<file path="src/design/sorted_priority_queue_unit_macros.svh">
// assertion macros for the sorted priority queue unit
`ifndef SORTED_PRIORITY_QUEUE_UNIT_MACROS_SVH
`define SORTED_PRIORITY_QUEUE_UNIT_MACROS_SVH

`ifndef NO_ASSERTIONS

// condition in this cycle implies consequence in this cycle
`define SPQ_ASSERT_NOW(label, ante, cons, msg) \
   label: assert property (@(posedge clock) disable iff (reset) (ante) |-> (cons)) \
      else $error(msg);

// condition in this cycle implies consequence in the next cycle
`define SPQ_ASSERT_NEXT(label, ante, cons, msg) \
   label: assert property (@(posedge clock) disable iff (reset) (ante) |=> (cons)) \
      else $error(msg);

`else

`define SPQ_ASSERT_NOW(label, ante, cons, msg)
`define SPQ_ASSERT_NEXT(label, ante, cons, msg)

`endif

`endif

</file>
<file path="src/design/spq_pkg.sv">
package spq_pkg;

   localparam int CAPACITY      = 16;
   localparam int PRIORITY_BITS = 8;
   localparam int PAYLOAD_BITS  = 32;
   localparam int COUNT_BITS    = $clog2(CAPACITY + 1);

   typedef enum logic [1:0] {
      OP_ENQUEUE   = 2'd0,
      OP_DEQUEUE   = 2'd1,
      OP_READ_HEAD = 2'd2,
      OP_NOP       = 2'd3
   } op_type;

   typedef struct packed {
      op_type                   op;
      logic [PRIORITY_BITS-1:0] priority_req;
      logic [PAYLOAD_BITS-1:0]  payload;
   } req_type;

   typedef struct packed {
      logic                     ok;
      logic                     is_empty;
      logic [PRIORITY_BITS-1:0] head_priority;
      logic [PAYLOAD_BITS-1:0]  head_payload;
   } rsp_type;

   typedef struct packed {
      logic [PRIORITY_BITS-1:0] prio;
      logic [PAYLOAD_BITS-1:0]  data;
   } entry_type;

   // broadcast to every cell in the row
   typedef struct packed {
      logic enqueue;
      logic dequeue;
   } cell_cmd_type;

endpackage

</file>
<file path="src/design/spq_cell.sv">
module spq_cell (
   input  logic                 clock,
   input  spq_pkg::cell_cmd_type cmd,
   input  logic                 occupied,
   input  spq_pkg::entry_type   new_entry,
   input  spq_pkg::entry_type   left_entry,
   input  logic                 left_keep,
   input  spq_pkg::entry_type   right_entry,
   output spq_pkg::entry_type   entry,
   output logic                 keep
);
   import spq_pkg::*;

   entry_type entry_ff;
   entry_type entry_in;

   // stays put on insert when it outranks or equals the new entry
   assign keep  = occupied && (entry_ff.prio >= new_entry.prio);
   assign entry = entry_ff;

   always_comb begin
      entry_in = entry_ff;
      priority if (cmd.enqueue) begin
         priority if (keep) begin
            entry_in = entry_ff;
         end else if (left_keep) begin
            entry_in = new_entry;
         end else begin
            entry_in = left_entry;
         end
      end else if (cmd.dequeue) begin
         entry_in = right_entry;
      end else begin
         entry_in = entry_ff;
      end
   end

   always_ff @(posedge clock) begin
      entry_ff <= entry_in;
   end

endmodule

</file>
<file path="src/design/sorted_priority_queue_unit.sv">
// sorted priority queue: holds up to CAPACITY entries (priority and payload) in a row of
// cells kept in descending priority order, cell 0 being the head; an entry of equal
// priority lands behind the older ones, so ties leave first in, first out. every request
// word (enqueue, dequeue, read head) gives exactly one response word carrying ok and the
// empty flag after the operation, plus the head entry on a successful read head. each
// operation finishes in the cycle it is accepted: all cells compare against the new
// priority at once and shift left or right together, so one word is taken every clock
// while the output drains, and its response appears in the output register on the next
// cycle. the request side keeps accepting while a response waits, as long as the output
// register is being drained in the same cycle. no clearing pass is needed after reset.
module sorted_priority_queue_unit (
   input  logic             clock,
   input  logic             reset,
   input  logic             req_valid,
   output logic             req_ready,
   input  spq_pkg::req_type req_word,
   output logic             rsp_valid,
   input  logic             rsp_ready,
   output spq_pkg::rsp_type rsp_word
);
   import spq_pkg::*;

   `include "sorted_priority_queue_unit_macros.svh"

   // fill count and response register
   logic [COUNT_BITS-1:0] fill_count_ff;
   logic [COUNT_BITS-1:0] fill_count_in;
   logic                  rsp_valid_ff;
   logic                  rsp_valid_in;
   rsp_type               rsp_word_ff;
   rsp_type               rsp_word_in;

   // cell row
   entry_type             cell_entry [CAPACITY];
   logic [CAPACITY-1:0]   cell_keep;
   logic [CAPACITY-1:0]   occupied;
   entry_type             new_entry;
   cell_cmd_type          cell_cmd;

   logic                  req_accept;
   logic                  full;
   logic                  empty;
   rsp_type               result;

   // a waiting response blocks only if nobody takes it this cycle
   assign req_ready  = !rsp_valid_ff || rsp_ready;
   assign req_accept = req_valid && req_ready;

   assign full  = (fill_count_ff == COUNT_BITS'(CAPACITY));
   assign empty = (fill_count_ff == '0);

   assign new_entry.prio = req_word.priority_req;
   assign new_entry.data = req_word.payload;

   // failed operations leave the row untouched
   assign cell_cmd.enqueue = req_accept && (req_word.op == OP_ENQUEUE) && !full;
   assign cell_cmd.dequeue = req_accept && (req_word.op == OP_DEQUEUE) && !empty;

   // the row of cells
   for (genvar i = 0; i < CAPACITY; i++) begin : g_cell
      entry_type left_entry;
      logic      left_keep;
      entry_type right_entry;

      assign occupied[i] = (COUNT_BITS'(i) < fill_count_ff);

      if (i == 0) begin : g_head
         // an imaginary cell before the head always outranks the new entry
         assign left_entry = new_entry;
         assign left_keep  = 1'b1;
      end else begin : g_inner
         assign left_entry = cell_entry[i-1];
         assign left_keep  = cell_keep[i-1];
      end

      if (i == CAPACITY - 1) begin : g_tail
         // the tail slot is beyond the fill count after a dequeue
         assign right_entry = cell_entry[i];
      end else begin : g_body
         assign right_entry = cell_entry[i+1];
      end

      spq_cell u_cell (
         .clock       (clock),
         .cmd         (cell_cmd),
         .occupied    (occupied[i]),
         .new_entry   (new_entry),
         .left_entry  (left_entry),
         .left_keep   (left_keep),
         .right_entry (right_entry),
         .entry       (cell_entry[i]),
         .keep        (cell_keep[i])
      );
   end

   // fill count follows the successful operations
   always_comb begin
      priority if (cell_cmd.enqueue) begin
         fill_count_in = fill_count_ff + COUNT_BITS'(1);
      end else if (cell_cmd.dequeue) begin
         fill_count_in = fill_count_ff - COUNT_BITS'(1);
      end else begin
         fill_count_in = fill_count_ff;
      end
   end

   // response word for the accepted request
   always_comb begin
      result               = '0;
      result.is_empty      = (fill_count_in == '0);
      unique case (req_word.op)
         OP_ENQUEUE: begin
            result.ok = !full;
         end
         OP_DEQUEUE: begin
            result.ok = !empty;
         end
         OP_READ_HEAD: begin
            if (!empty) begin
               result.ok            = 1'b1;
               result.head_priority = cell_entry[0].prio;
               result.head_payload  = cell_entry[0].data;
            end
         end
         default: begin
            result.ok = 1'b0;
         end
      endcase
   end

   // output register
   always_comb begin
      rsp_valid_in = rsp_valid_ff;
      rsp_word_in  = rsp_word_ff;
      priority if (req_accept) begin
         rsp_valid_in = 1'b1;
         rsp_word_in  = result;
      end else if (rsp_ready) begin
         rsp_valid_in = 1'b0;
      end else begin
         rsp_valid_in = rsp_valid_ff;
      end
   end

   always_ff @(posedge clock) begin
      if (reset) begin
         fill_count_ff <= '0;
         rsp_valid_ff  <= 1'b0;
      end else begin
         fill_count_ff <= fill_count_in;
         rsp_valid_ff  <= rsp_valid_in;
      end
   end

   always_ff @(posedge clock) begin
      rsp_word_ff <= rsp_word_in;
   end

   assign rsp_valid = rsp_valid_ff;
   assign rsp_word  = rsp_word_ff;

   // checks

   `SPQ_ASSERT_NOW(a_count_bound, 1'b1,
                   fill_count_ff <= COUNT_BITS'(CAPACITY),
                   "fill count over capacity")

   `SPQ_ASSERT_NOW(a_head_order, occupied[1],
                   cell_entry[0].prio >= cell_entry[1].prio,
                   "head out of order")

   `SPQ_ASSERT_NEXT(a_enqueue_count, cell_cmd.enqueue,
                    fill_count_ff == $past(fill_count_ff) + COUNT_BITS'(1),
                    "enqueue did not grow the store")

   `SPQ_ASSERT_NEXT(a_read_head, req_accept && (req_word.op == OP_READ_HEAD) && !empty,
                    rsp_word_ff.ok && (rsp_word_ff.head_payload == $past(cell_entry[0].data)),
                    "read head returned wrong entry")

endmodule
</file>
<file path="config.mk">
export PLATFORM = sky130hd
export DESIGN_NAME = sorted_priority_queue_unit
export DESIGN_NICKNAME = d
export VERILOG_FILES = /design/src/design/spq_pkg.sv /design/src/design/spq_cell.sv /design/src/design/sorted_priority_queue_unit.sv
export VERILOG_INCLUDE_DIRS = /design/src /design/src/design
export SDC_FILE = /design/constraint.sdc
export NUM_CORES = 1
export LEC_CHECK = 0
export ABC_CLOCK_PERIOD_IN_PS = 10080
export BUFFER_PORTS_ARGS = -buffer_cell sky130_fd_sc_hd__buf_2
export CORE_ASPECT_RATIO = 1.5
export CORE_MARGIN = 1.5
export CORE_UTILIZATION = 30
export DETAILED_ROUTE_END_ITERATION = 16
export GPL_TIMING_DRIVEN = 0
export PLACE_DENSITY = 0.45
export REMOVE_ABC_BUFFERS = 1
export SYNTH_ARGS = -nofsm -noshare
export SYNTH_HDL_FRONTEND = slang
export SYNTH_SLANG_ARGS = --single-unit
export TNS_END_PERCENT = 10
</file>
<file path="constraint.sdc">
create_clock -name clock -period 10.08 [get_ports clock]
set_input_delay 2.016 -clock clock [delete_from_list [all_inputs] [get_ports clock]]
set_output_delay 2.016 -clock clock [all_outputs]
set_load 0.05 [all_outputs]
</file>
==> results.tsv <==
metric	value	unit
status	finished, final reports clean	
ctsResizeCount	0	
max_cap_violations	0	
cp-startpoint	req_word[36]	
cts_tree	built	
postSynthCellCount	3777	
reg2reg_from	fill_count_ff[0]	
drive_gt1_frac	0.09961	
cts_sinks	688	
dp_hpwl	87020	um
ant_nets	0	
vias_per_cell	5.455	
track_usage	0.2013	
htreeDepth	3	
final.setup_skew	27.93	ps
syn_area	0.03751	mm^2
fin_nets	3930	
slew_viol_final	0	
critPathLaunchType	input pin	
worst_ir_drop_vdd	0.0001329	V
boundaryPins	90	
clk_latency	680	ps
max_slew.worst_pin.slew	985.6	ps
grt_max_degree	75	
drt-pass1-iter-count	5	
overflow	0	
die_area	0.1272	mm^2
crit_required	10440	ps
drt-total-wl	128800	um
placementRows	158	
clk_pin_slew	60	ps
grt_pass1_wl	194400	um
yosysUniqueCellTypes	61	
antenna_found_initial	5	
cts_max_path_buffers	3	
root_buffer	clkbuf_16	
yosysTopAreaCell	edfxtp_1	
synth_ff_type	edfxtp_1	
r2r_cells	13	
yosysTopAreaCellShare	0.5460	
finalCriticalPeriod	5602	ps
fin_util	0.3549	
r2r_setup_slack	5690	ps
leakagePower	0.01671	uW
end_kind	flip-flop	
power.density	165.2	mW/mm^2
floorplan.initialDensity	0.3031	
fillers	12500	
yosys-top-cells-area	edfxtp_1 (55%), nand2_1 (6.9%), mux2i_1 (5.9%)	
drc	0	
syn2layout_area_growth	17.10	%
setup_violations	0	
finalCritPeriodShare	0.5558	
hold_viol	0	
hold_end	g_cell[14].u_cell.entry[30]	
rsz0062_at_grt	false	
fp.coreArea	0.1238	mm^2
die_h	436.1	um
place_ws	3734	ps
tns	0	ps
async_flop_share	0	
synth.avg_cell_area	9.931	um^2
seq_area_frac_synth	0.5492	
fmax	178.5	MHz
crit_arrival	5970	ps
rr_endpoint	g_cell[15].u_cell.entry[19]	
drt_iter0_markers	2320	
gp_congestion	0.7416	
wl_per_cell	23.82	um
post-cts-setup-buffers	0	
postCtsHoldBufs	0	
yosysWarnings	0	
ys_ff_latch	688	
numCtsBuffers	75	
worst_slack	4478	ps
slew_headroom	0.3429	
grt_pass1_vias	29720	
hp-class	flip-flop to flip-flop	
synth_edf_count	682	
whs_path_depth	2	
hp-start	g_cell[15].u_cell.entry[30]	
via_count	29500	
path_max_fanout	41	
portBuffers	89	
die-width	291.7	um
crit_type	input pin to flip-flop	
==> area by class of cell <==
type,count,area [um^2],area share
tap,1600,2002,0.04558
antenna,3,7.507,0.0001709
multi-input combinational,2718,15860,0.3610
timing repair buffer,235,3129,0.07124
inverter,34,127.6,0.002906
sequential,688,20600,0.4690
clock buffer,91,1937,0.04410
clock inverter,39,262.8,0.005982
==> kinds of logic (layout without fill, tap and decap cells) <==
logic type      Yosys count  after routing  synth area share
buf+inv                 371            399           0.03883
flops                   688            688            0.5492
mux                     223            223           0.05954
other cells               0              3                 0
compound gates          984            984            0.1529
simple gates           1374           1374            0.1543
xor+xnor                  5              5          0.001168
fa+ha+maj               132            132           0.04403
==> where the power goes <==
part           internal [uW]  switching [uW]  total, uW
Sequential              3370            90.5       3460
Combinational            378             742       1120
Clock                   1440            1240       2680
Total                   5190            2070       7260
==> flip-flops by register name, indices dropped and copies added (netlist names) <==
register             cells
rsp_word                42
rsp_valid                1
g_cell.u_cell.entry    640
fill_count_ff            5
==> layout by cell type, fill, tap and decap left out, drive strengths merged, types with 10 or more instances in the layout <==
| master | instances |
|---|---|
| mux2i | 222 |
| a31oi | 83 |
| o21ai | 342 |
| a311o | 40 |
| a211oi | 10 |
| edfxtp | 682 |
| and2 | 43 |
| nand3 | 284 |
| nand2 | 687 |
| clkinv | 31 |
| o211ai | 102 |
| ha | 132 |
| buf | 235 |
| a21oi | 338 |
| a21o | 17 |
| nor2 | 300 |
| inv | 38 |
| clkbuf | 91 |
| nand2b | 10 |
| nor3 | 11 |
==> how the worst max path moves through the flow <==
stage	to	depth (start not counted)	slack, ps
after floorplan	g_cell[15].u_cell.entry[0]	4	-17130
after global placement	g_cell[0].u_cell.entry[20]	5	-48850
after detailed placement	g_cell[6].u_cell.entry[18]	10	3730
after CTS	g_cell[6].u_cell.entry[5]	10	4440
after global routing	g_cell[6].u_cell.entry[5]	10	4290
final	g_cell[6].u_cell.entry[5]	10	4480
==> metrics by stage <==
step                      std cells  hold WS [ps]  power, uW  cell area, um^2
after floorplan                3440         514.2       4242            36180
after global placement         5129         523.7       4796            38630
after detailed placement       5275         527.5       4646            41720
after CTS                      5405         547.1       7357            43920
after global routing           5406         560.6       7547            43920
final                          5408         546.4       7256            43920
==> metal layers <==
layer  wire length (um)  up-vias  global-route usage
met1              55260    14800              0.2568
li1                   -    13790                   -
met2              64950      721              0.3526
met4               3131        6             0.06376
met5                 34        -                   0
met3               5449      181             0.02425
==> critical path, cell delays in order <==
cell and delay [ps]:
buf_2 290, inv_1 480, ha_1 410, or4_1 530
a21oi_1 320, o31ai_1 180, and3_4 430, o21ai_4 760
buf_12 270, buf_16 190
==> synth_stat cells, types with 4 or more instances <==
cell and instances:
nor3b_1 6, a21oi_1 338, a311o_1 40, mux2i_1 222
buf_1 13, o221ai_1 4, nand2b_1 10, o311ai_0 8
a22oi_1 4, a21o_1 17, a31oi_1 83, nand3_1 284
nor4_1 8, ha_1 132, a211oi_1 10, nor3_1 10
and2_1 43, or4_1 4, nand2_1 687, nor2_1 300
o21ai_1 9, clkbuf_1 275, o21a_1 6, o211ai_1 102
o31ai_1 6, edfxtp_1 682, o21ai_0 333, dfxtp_1 6
inv_1 33, or3_1 4, buf_2 48, and3_1 8
(Power assumes the default switching activity.)
